===== config.mk =====
export PLATFORM = sky130hd
export DESIGN_NAME = bba_ctrl
export DESIGN_NICKNAME = d
export VERILOG_FILES = /design/src/hdl/bba_pkg.sv /design/src/hdl/bba_ctrl.sv
export SDC_FILE = /design/constraint.sdc
export NUM_CORES = 1
export LEC_CHECK = 0
export BUFFER_PORTS_ARGS = -buffer_cell sky130_fd_sc_hd__buf_2
export CAP_MARGIN = 15
export CORE_MARGIN = 4
export CORE_UTILIZATION = 45
export DETAILED_ROUTE_END_ITERATION = 7
export HOLD_SLACK_MARGIN = 0.05
export PLACE_DENSITY_LB_ADDON = 0.05
export RECOVER_POWER = 25
export SLEW_MARGIN = 5
export SYNTH_ARGS = -nofsm -noshare
export SYNTH_HDL_FRONTEND = slang
export SYNTH_SLANG_ARGS = --single-unit
export TNS_END_PERCENT = 50

===== constraint.sdc =====
create_clock -name clk_i -period 1.4 [get_ports clk_i]
set_input_delay 0.14 -clock clk_i [delete_from_list [all_inputs] [get_ports clk_i]]
set_output_delay 0.14 -clock clk_i [all_outputs]
set_load 0.05 [all_outputs]

===== src/hdl/bba_pkg.sv =====
// ----------------------------------------------------------------------------
// bba_pkg
// Shared types and codes for the buddy block allocator: datapath operation
// codes, result status codes, and the command/status bundles between the
// controller and the datapath.
// ----------------------------------------------------------------------------
package bba_pkg;

  // Result status codes
  localparam logic [1:0] ST_OK        = 2'd0;
  localparam logic [1:0] ST_NO_BLOCK  = 2'd1;
  localparam logic [1:0] ST_BAD_SIZE  = 2'd2;
  localparam logic [1:0] ST_BAD_ADDR  = 2'd3;

  // Leaf record layout: valid bit over a 4-bit order
  localparam int REC_W     = 5;
  localparam int REC_ORD_W = 4;

  // Datapath operations, one per cycle
  typedef enum logic [4:0] {
    DP_NOP,
    DP_CLR,
    DP_LOAD,
    DP_SCAN_RD,
    DP_SCAN_NEXT,
    DP_WR_FOUND,
    DP_SPLIT_DOWN,
    DP_WR_RIGHT,
    DP_WR_REC,
    DP_DIV_STEP,
    DP_REC_RD,
    DP_FREE_SET,
    DP_BUD_RD,
    DP_MERGE_A,
    DP_MERGE_B,
    DP_MERGE_UP,
    DP_RES
  } dp_op_e;

  typedef struct packed {
    dp_op_e     op;
    logic [1:0] stat;      // status to post with DP_RES
    logic       use_addr;  // post the block address with DP_RES
  } bba_cmd_t;

  typedef struct packed {
    logic clr_done;
    logic is_free;
    logic size_bad;
    logic range_bad;
    logic rd_bit;
    logic scan_last;
    logic from_zero;
    logic from_lt_order;
    logic rem_nz;
    logic rec_ok;
  } bba_sts_t;

endpackage


===== src/hdl/bba_ctrl.sv =====
// ----------------------------------------------------------------------------
// bba_ctrl
// Allocator controller: clearing pass, allocate scan and split sequence, free
// divide/lookup and merge sequence, and the result handshake.
// ----------------------------------------------------------------------------
module bba_ctrl import bba_pkg::*; (
  input  logic     clk_i,
  input  logic     rst_ni,
  input  logic     in_valid_i,
  output logic     in_ready_o,
  output logic     out_valid_o,
  input  logic     out_ready_i,
  output bba_cmd_t cmd_o,
  input  bba_sts_t sts_i
);

  localparam logic [4:0] S_CLR  = 5'd0;
  localparam logic [4:0] S_IDLE = 5'd1;
  localparam logic [4:0] S_DEC  = 5'd2;
  localparam logic [4:0] S_SRD  = 5'd3;
  localparam logic [4:0] S_SCHK = 5'd4;
  localparam logic [4:0] S_TAKE = 5'd5;
  localparam logic [4:0] S_SPLA = 5'd6;
  localparam logic [4:0] S_SPLB = 5'd7;
  localparam logic [4:0] S_SREC = 5'd8;
  localparam logic [4:0] S_DIV  = 5'd9;
  localparam logic [4:0] S_DCHK = 5'd10;
  localparam logic [4:0] S_RCHK = 5'd11;
  localparam logic [4:0] S_BRD  = 5'd12;
  localparam logic [4:0] S_BCHK = 5'd13;
  localparam logic [4:0] S_MB   = 5'd14;
  localparam logic [4:0] S_MUP  = 5'd15;
  localparam logic [4:0] S_OUT  = 5'd16;

  logic [4:0] state_q, state_d;
  logic [1:0] rstat_q, rstat_d;
  logic       raddr_q, raddr_d;
  logic       oval_q, oval_d;
  logic       out_free;

  assign out_free = !oval_q || out_ready_i;

  // Next state and datapath command
  always_comb begin
    state_d = state_q;
    rstat_d = rstat_q;
    raddr_d = raddr_q;
    oval_d  = oval_q && !out_ready_i;
    cmd_o   = '{op: DP_NOP, stat: rstat_q, use_addr: raddr_q};
    unique case (state_q)
      S_CLR: begin
        cmd_o.op = DP_CLR;
        if (sts_i.clr_done) state_d = S_IDLE;
      end
      S_IDLE: begin
        if (in_valid_i) begin
          cmd_o.op = DP_LOAD;
          state_d  = S_DEC;
        end
      end
      S_DEC: begin
        raddr_d = 1'b0;
        if (sts_i.is_free) begin
          if (sts_i.range_bad) begin
            rstat_d = ST_BAD_ADDR; state_d = S_OUT;
          end else begin
            state_d = S_DIV;
          end
        end else if (sts_i.size_bad) begin
          rstat_d = ST_BAD_SIZE; state_d = S_OUT;
        end else begin
          state_d = S_SRD;
        end
      end
      // Allocate: scan marks of one order, then move to lower orders (larger blocks)
      S_SRD: begin
        cmd_o.op = DP_SCAN_RD;
        state_d  = S_SCHK;
      end
      S_SCHK: begin
        if (sts_i.rd_bit) begin
          state_d = S_TAKE;
        end else if (sts_i.scan_last && sts_i.from_zero) begin
          rstat_d = ST_NO_BLOCK; state_d = S_OUT;
        end else begin
          cmd_o.op = DP_SCAN_NEXT; state_d = S_SRD;
        end
      end
      S_TAKE: begin
        cmd_o.op = DP_WR_FOUND;
        state_d  = sts_i.from_lt_order ? S_SPLA : S_SREC;
      end
      S_SPLA: begin
        cmd_o.op = DP_SPLIT_DOWN;
        state_d  = S_SPLB;
      end
      S_SPLB: begin
        cmd_o.op = DP_WR_RIGHT;
        state_d  = sts_i.from_lt_order ? S_SPLA : S_SREC;
      end
      S_SREC: begin
        cmd_o.op = DP_WR_REC;
        rstat_d  = ST_OK;
        raddr_d  = 1'b1;
        state_d  = S_OUT;
      end
      // Free: offset to leaf, record lookup, merge upward
      S_DIV: begin
        cmd_o.op = DP_DIV_STEP;
        state_d  = S_DCHK;
      end
      S_DCHK: begin
        if (sts_i.rem_nz) begin
          rstat_d = ST_BAD_ADDR; state_d = S_OUT;
        end else begin
          cmd_o.op = DP_REC_RD; state_d = S_RCHK;
        end
      end
      S_RCHK: begin
        if (!sts_i.rec_ok) begin
          rstat_d = ST_BAD_ADDR; state_d = S_OUT;
        end else begin
          cmd_o.op = DP_FREE_SET; state_d = S_BRD;
        end
      end
      S_BRD: begin
        if (sts_i.from_zero) begin
          rstat_d = ST_OK; state_d = S_OUT;
        end else begin
          cmd_o.op = DP_BUD_RD; state_d = S_BCHK;
        end
      end
      S_BCHK: begin
        if (sts_i.rd_bit) begin
          cmd_o.op = DP_MERGE_A; state_d = S_MB;
        end else begin
          rstat_d = ST_OK; state_d = S_OUT;
        end
      end
      S_MB: begin
        cmd_o.op = DP_MERGE_B;
        state_d  = S_MUP;
      end
      S_MUP: begin
        cmd_o.op = DP_MERGE_UP;
        state_d  = S_BRD;
      end
      // Post the result once the output register is free
      S_OUT: begin
        if (out_free) begin
          cmd_o.op = DP_RES;
          oval_d   = 1'b1;
          state_d  = S_IDLE;
        end
      end
      default: state_d = S_IDLE;
    endcase
  end

  always_ff @(posedge clk_i or negedge rst_ni) begin
    if (!rst_ni) begin
      state_q <= S_CLR;
      rstat_q <= ST_OK;
      raddr_q <= 1'b0;
      oval_q  <= 1'b0;
    end else begin
      state_q <= state_d;
      rstat_q <= rstat_d;
      raddr_q <= raddr_d;
      oval_q  <= oval_d;
    end
  end

  assign in_ready_o  = (state_q == S_IDLE);
  assign out_valid_o = oval_q;

endmodule


==> impl_results.md, run 1 <==
* Yosys top cell by area: dfrtp_1
* Largest net degree at the start of global routing at 10
* Number of buffers created by CTS at 3
* Initial Util at 48.3%
* DP Worst Slack at -220 ps
* Err: [ERROR DPL-0033] detailed placement checks failed during check placement.
* Ports at 24
* Root buffer cell: clkbuf_4
* Die Y at 51.3 um
* Sequential area share after synthesis at 26.7%
* H-Tree Depth at 1
* Top cell type's share of synthesized area at 26.7%
* Antenna violations before repair at 0
* Area contributors post-synth: dfrtp_1 (27%), nand2_1 (5.8%), a21oi_1 (5.3%), nor2_1 (4.9%), nand3_1 (4.2%)
* Routability cong. at 0.903
* Unique cell type count in the Yosys netlist at 37
* Main flop type after synthesis: dfrtp_1
* Syn Std Cell Area at 843 um^2
* Syn avg cell area at 7.40 um^2
* # rows at 15
* Post-Syn Instances at 114
* CTS max path bufs at 2
* Placed inst area at 1240 um^2
* Number of synthesized flops with an enable pin at 0
* Yosys warnings at 0
* FF+latch count, synth at 9
* Post-synth net total at 128
* Status: did not finish
* PortBufs at 23
* Dpl cells at 187
* Worst endpoint after global-route timing repair: cmd_o[6]
* CTS Sinks at 9
* Kind of the worst endpoint: top-level output
* Die X at 51.3 um
* Ys async rst share at 100%
* Failed at: global routing (5_1_grt)
* Placed wire-length estimate at 2090 um
## what timing repair did
item,4_1_cts
cloned,1
resized for setup,56
endpoints found under the hold margin,9
buffers inserted,14
hold buffers,1
setup endpoints to repair,12
pin swaps,9
## cell families after synthesis
group | synth area share, %
simple gates | 29.8
compound gates | 31.0
buf+inv | 8.31
flops | 26.7
mux | 4.15
## synth_stat cells (3+ instances only)
cell and number:
nor3_1 3, o21ai_0 6, nor2_1 11, o31ai_1 4, nand2b_1 5, dfrtp_1 9
nand2_1 13, o21a_1 3, a21oi_1 9, inv_1 6, nand3_1 7, nor2b_1 4
buf_2 5
## through the flow
stage	utilization [%]	TNS, ps
4_1_cts	89.9	-2080
3_5_place_dp	71.0	-1350
3_3_place_gp	71.0	-1060
2_1_floorplan	-	-462
==> run 2, diff against run 1 <==
CORE_AREA = 4 4 65 67   (was not set)
CORE_MARGIN = not set   (was 4)
CORE_UTILIZATION = not set   (was 45)
DIE_AREA = 0 0 69 71   (was not set)
HOLD_SLACK_MARGIN = not set   (was 0.05)
PLACE_DENSITY_LB_ADDON = 0.15   (was 0.05)
clock period = 1.8 ns   (was 1.4 ns; I/O delays follow)
==> impl_results.md, run 2 <==
* Drt first-iter violations at 54
* PortBufs at 23 (unchanged)
* # rows at 22 (+7)
* Post-synth net total at 128 (unchanged)
* Hold Path End: out_valid_o
* Hold Path Depth at 3
* Die area at 4900 um^2
* Root buffer cell: clkbuf_8
* Skew final at 0.875 ps
* Number of synthesized flops with an enable pin at 0 (unchanged)
* Slowest-stage cell, CP: dfrtp_2
* Critical path origin: state_q[2]
* Footprint of the multi-input gates at 587 um^2
* Syn avg cell area at 7.40 um^2 (unchanged)
* Final setup margin at 70.3 ps
* Startpoint types: register
* Drt first pass iters at 4
* Total GRT Usage at 10.9%
* Fin cells at 199
* Placed wire-length estimate at 2090 um (-0.17%)
* H-Tree Depth at 1 (unchanged)
* Core area at 3630 um^2
* CP Class: reg2out
* Main flop type after synthesis: dfrtp_1
* Slew @ Worst Pin at 497 ps
* Worst skew pair latency at 230 ps
* Wire per inst at 13.7 um
* Most frequent cells after synthesis: nand2_1 (13), nor2_1 (11), a21oi_1 (9), dfrtp_1 (9), nand3_1 (7)
* Critical-path maximum fanout at 11
* Area growth syn-to-layout at 42.7%
* Routed vias/inst at 4.97
* Share of cells above drive strength 1 at 37.1%
* Sequential area share after synthesis at 26.7% (unchanged)
* CP Capture Type: primary output
* Yosys top cell by area: dfrtp_1
* Status: completed
* Fmax at 0.578 GHz
* Vias post-DR at 989
* Top cell type's share of synthesized area at 26.7% (unchanged)
* Unique cell type count in the Yosys netlist at 37 (unchanged)
* Critical path required time at 1620 ps
* Overflow after GRT at 0
* Routability cong. at 0.909 (+0.65%)
* Initial Util at 23.2% (-25 points)
* R2R cell count at 6
* FF+latch count, synth at 9 (unchanged)
* Worst r2r src: state_q[3]
* CTS tree: built
* Max incr delay on CP at 480 ps
* Most frequent cells in the layout: buf_2 (20), buf_4 (18), nand2_1 (13), nor2_1 (10), a21oi_1 (8)
* Most flop-heavy register: state_q
* Worst vdd ir at 555 uV
* Area contributors post-synth: dfrtp_1 (27%), nand2_1 (5.8%), a21oi_1 (5.3%), nor2_1 (4.9%), nand3_1 (4.2%)
* Worst-path cell chain: and2b_1, nand3_1, o31ai_2, buf_2
* Diode count at 0
* Placed inst area at 1090 um^2 (-12%)
* Post-route cell area at 1200 um^2
* Final Hold Vio Count at 0
* Worst hold path class: in2reg
* Post-Syn Instances at 114 (unchanged)
* Clock slew at reported path FFs at 40 ps
* Largest net degree at the start of global routing at 14
* CTS Sinks at 9 (unchanged)
* Most common cell after layout, fill and taps aside: buf_2
* CTS max path bufs at 2 (unchanged)
* Overall power after layout at 0.00249 W
* Number of buffers created by CTS at 3 (unchanged)
* Routed wire length at 2730 um
* Remaining DRCs at 0
* FILL cells at 403
* Die Y at 71 um (+38%)
* RR Endpoint: rstat_q[0]
* Syn Std Cell Area at 843 um^2 (unchanged)
* Ys async rst share at 100% (unchanged)
* Most frequent cell after synthesis: nand2_1
* Lkg Pwr at 0.553 nW
* Final setup fails at 0
* Final nets at 166
* Worst path arrival time at 1550 ps
* Post-route ant nets at 0
* Vias in the first global route at 929
* Reg area at 229 um^2
* R2r setup slk at 110 ps
* Dpl cells at 191 (+2.1%)
* Fin crit period at 1730 ps
* Ports at 24 (unchanged)
* Tcrit/Tclk final at 96.1%
* DP Worst Slack at 134 ps (+354 ps)
* Antenna violations before repair at 0
* Die X at 69 um (+35%)
* Max-slew violation count at 0
* Largest register FFs at 5
* RSZ-0062 raised after global routing: true
* First-pass GRT wire length at 4450 um
* Biggest registers after layout: state_q x5, rstat_q x2
* Max_slew headroom at 66.9%
* Max_cap viols at 0
* Hold Crit Start: out_ready_i
* Pwr Density at 2070 nW/um^2
* Yosys warnings at 0 (unchanged)
-- run 2: cell counts after synthesis --
Identical to the previous run, type by type.
-- run 2: report_power, final --
| group | switching, W | internal [W] |
|---|---|---|
| sequential | 0.000129 | 0.000300 |
| combinational | 0.00113 | 0.000710 |
| clock | 0.0000709 | 0.000154 |
| total | 0.00133 | 0.00116 |
-- run 2: layout make-up --
class | instances | share of cell area [%]
timing repair buffer | 41 | 21.6
multi-input combinational | 91 | 48.8
inverter | 6 | 1.87
clock buffer | 4 | 3.74
sequential | 9 | 19.0
tap | 48 | 4.99
-- run 2: critical path: cells and delay by family (launching register included) --
family	cells	cell delay, ps
AOI/OAI and AO/OA	1	80
and+or+nand+nor	2	460
buffers and inverters	1	300
DFF	1	480
-- run 2: how the worst max path moves through the flow --
stage / depth (start not counted) / slack (ps) / endpoint
6_report: 4 / 70 / cmd_o[3]
5_1_grt: 4 / -7 / cmd_o[7]
4_1_cts: 6 / -4 / cmd_o[5]
3_5_place_dp: 5 / 130 / rstat_q[0]
3_3_place_gp: 5 / 150 / rstat_q[0]
2_1_floorplan: 2 / -220 / cmd_o[6]
-- run 2: routing by layer --
layer	vias to the layer above	track usage (%)	part of all wire, %
li1	480	-	-
met1	481	13.7	45
met2	26	18.4	51
met3	2	2.98	3.7
met4	0	3.04	0.26
met5	-	0	0
-- run 2: what timing repair did --
action / CTS / global route
endpoints found under the setup margin: 4 / 5
hold buffers: 1 / 0
pin swaps: 0 / 0
resized for setup: 4 / 8
hold endpoints to repair: 9 / 0
setup buffers: 0 / 3
-- run 2: cell families after synthesis --
| logic type | Yosys count | share of synthesized area, % |
|---|---|---|
| AO/OA/AOI/OAI | 37 | 31.0 |
| flip-flops | 9 | 26.7 |
| multiplexers | 3 | 4.15 |
| AND/OR/NAND/NOR | 51 | 29.8 |
| buffers and inverters | 14 | 8.31 |
-- run 2: per-stage QoR --
| stage | utilization, % | hold WS (ps) | TNS, ps |
|---|---|---|---|
| 4_1_cts | 31.6 | 238 | -3.77 |
| 3_3_place_gp | 29.9 | 43.0 | 0 |
| 6_report | 33.1 | 242 | 0 |
| 3_5_place_dp | 29.9 | 46.3 | 0 |
| 5_1_grt | 33.1 | 274 | -10.2 |
| 2_1_floorplan | - | -116 | -279 |
No activity file was read; power rests on OpenSTA's default activity.
==> run 3, diff against run 2 <==
clock period = 2 ns   (was 1.8 ns; I/O delays follow)
==> impl_results.md, run 3 (same netlist as run 2, synthesis figures left out) <==
* RSZ-0062 raised after global routing: false
* Routed wire length at 2630 um (-3.4%)
* Total GRT Usage at 10.3% (-0.60 points)
* CP dominant cell by count: a21oi_1
* Max_slew headroom at 65.6% (-1.2 points)
* R2R cell count at 5 (-1)
* Critical-path maximum fanout at 17 (+6)
* Worst vdd ir at 430 uV (-23%)
* Routability cong. at 0.805 (-11%)
* Worst-path cell chain: buf_4, nand2b_1, a21oi_1, a21oi_1, o21a_1, buf_2
* Worst path arrival time at 1710 ps (+160 ps)
* Remaining DRCs at 0 (unchanged)
* CP Class: reg2out
* Status: completed
* DP Worst Slack at 217 ps (+83.4 ps)
* Core area at 3630 um^2 (unchanged)
* PortBufs at 23 (unchanged)
* Min Hold Slack at 235 ps (-7.62 ps)
* Diode count at 0 (unchanged)
* Die area at 4900 um^2 (unchanged)
* Crit path buf inv count at 2 (+1)
* Slowest-stage cell, CP: dfrtp_2
* Antenna violations before repair at 0 (unchanged)
* CTS tree: built
* Vias in the first global route at 898 (-3.3%)
* Overall power after layout at 0.00204 W (-18%)
* Worst skew pair latency at 230 ps (about the same)
* Dpl cells at 183 (-4.2%)
* Most frequent cells in the layout: buf_2 (21), nand2_1 (13), nor2_1 (9), a21oi_1 (9), nand3_1 (7)
* H-Tree Depth at 1 (unchanged)
* # rows at 22 (unchanged)
* Final nets at 155 (-6.6%)
* Pwr Density at 1870 nW/um^2 (-9.5%)
* Share of cells above drive strength 1 at 30.7% (-6.4 points)
* Post-route ant nets at 0 (unchanged)
* Max incr delay on CP at 510 ps (+30 ps)
* Placed wire-length estimate at 2050 um (-1.4%)
* Routed vias/inst at 4.97 (about the same)
* Slew @ Worst Pin at 515 ps (+18.7 ps)
* R2r setup slk at 360 ps (+250 ps)
* Final Hold Vio Count at 0 (unchanged)
* Critical path required time at 1800 ps (+180 ps)
* CTS Sinks at 9 (unchanged)
* Hold Path Depth at 2 (-1)
* Fin crit period at 1910 ps
* Most common cell after layout, fill and taps aside: buf_2
* Die Y at 71 um (unchanged)
* Drt first-iter violations at 37 (-31%)
* Number of buffers created by CTS at 3 (unchanged)
* Drt first pass iters at 4 (unchanged)
* Max_cap viols at 0 (unchanged)
* FILL cells at 415 (+3.0%)
* Largest register FFs at 5 (unchanged)
* RR Endpoint: rstat_q[0]
* Final Util at 29.9% (-3.2 points)
* Wire per inst at 14.0 um (+2.2%)
* Die X at 69 um (unchanged)
* Largest net degree at the start of global routing at 18 (+4)
* Tcrit/Tclk final at 95.6%
* Area growth syn-to-layout at 28.9%
* First-pass GRT wire length at 4240 um (-4.8%)
* Hold Crit Start: sts_i[6]
* Worst hold path class: in2reg
* Family with the most delay on the worst path: flip-flops
* Most flop-heavy register: state_q
* Root buffer cell: clkbuf_8
* Fin cells at 188 (-5.5%)
* Worst r2r src: state_q[4]
* Hold Path End: state_q[3]
* Startpoint types: register
* CP Capture Type: primary output
* Max-slew violation count at 0 (unchanged)
* Vias post-DR at 934 (-5.6%)
* Fmax at 0.523 GHz
* Post-CTS Setup Repair Bufs at 0 (unchanged)
* Final setup margin at 88.6 ps (+18.3 ps)
* Ports at 24 (unchanged)
* Skew final at 4.38 ps (+3.51 ps)
* Lkg Pwr at 0.489 nW (-12%)
* CTS max path bufs at 2 (unchanged)
* Biggest registers after layout: state_q x5, rstat_q x2
* Final setup fails at 0 (unchanged)
* Overflow after GRT at 0 (unchanged)
* Clock slew at reported path FFs at 50 ps (about the same)
* Initial Util at 23.2% (unchanged)
## run 3: metrics by stage
step,TNS [ps],cell area [um^2]
after global placement,0,1020
after floorplan,-245,848
final,0,1090
after detailed placement,0,1020
after CTS,0,1080
after global routing,0,1090
## run 3: worst max-delay path by stage
| stage | end | startpoint | cells past startpoint | slack, ps |
|---|---|---|---|---|
| after detailed placement | cmd_o[6] | state_q[2] | 6 | 220 |
| after global placement | cmd_o[6] | state_q[2] | 6 | 190 |
| after global routing | cmd_o[6] | state_q[2] | 6 | 20 |
| final | cmd_o[5] | state_q[3] | 6 | 90 |
| after floorplan | cmd_o[4] | state_q[0] | 5 | -210 |
| after CTS | cmd_o[6] | state_q[4] | 6 | 50 |
## run 3: power breakdown
part	leakage (nW)	switching (W)	total [W]	internal, W
registers	0.105	0.000160	0.000431	0.000271
logic	0.360	0.000917	0.00139	0.000474
clock network	0.0228	0.0000769	0.000216	0.000139
## run 3: worst reg2reg max path, cell delays in order (launching register included)
cell     delay, ps
dfrtp_2        480
and2b_1        280
nand3_1        130
o41ai_2         90
a21oi_2        220
mux2_4         320
## run 3: repair_timing
item,CTS,global route
pin swaps,0,0
resized for setup,2,5
setup endpoints to repair,2,2
endpoints found under the hold margin,9,0
hold buffers,1,0
## run 3: final cells by class
class / instances / area, um^2 / area share (%)
Inverter: 6 / 22.5 / 2.07
Timing Repair Buffer: 30 / 171 / 15.8
Multi-Input combinational cell: 91 / 558 / 51.3
Clock buffer: 4 / 45.0 / 4.14
Sequential cell: 9 / 230 / 21.2
Tap cell: 48 / 60.1 / 5.52
## run 3: routing by layer
layer	wire [um]	global-route usage (%)	vias up
met5	0	0	-
met4	7	3.04	0
met3	121	1.28	2
met2	1350	18.8	25
met1	1160	12.8	448
li1	-	-	459
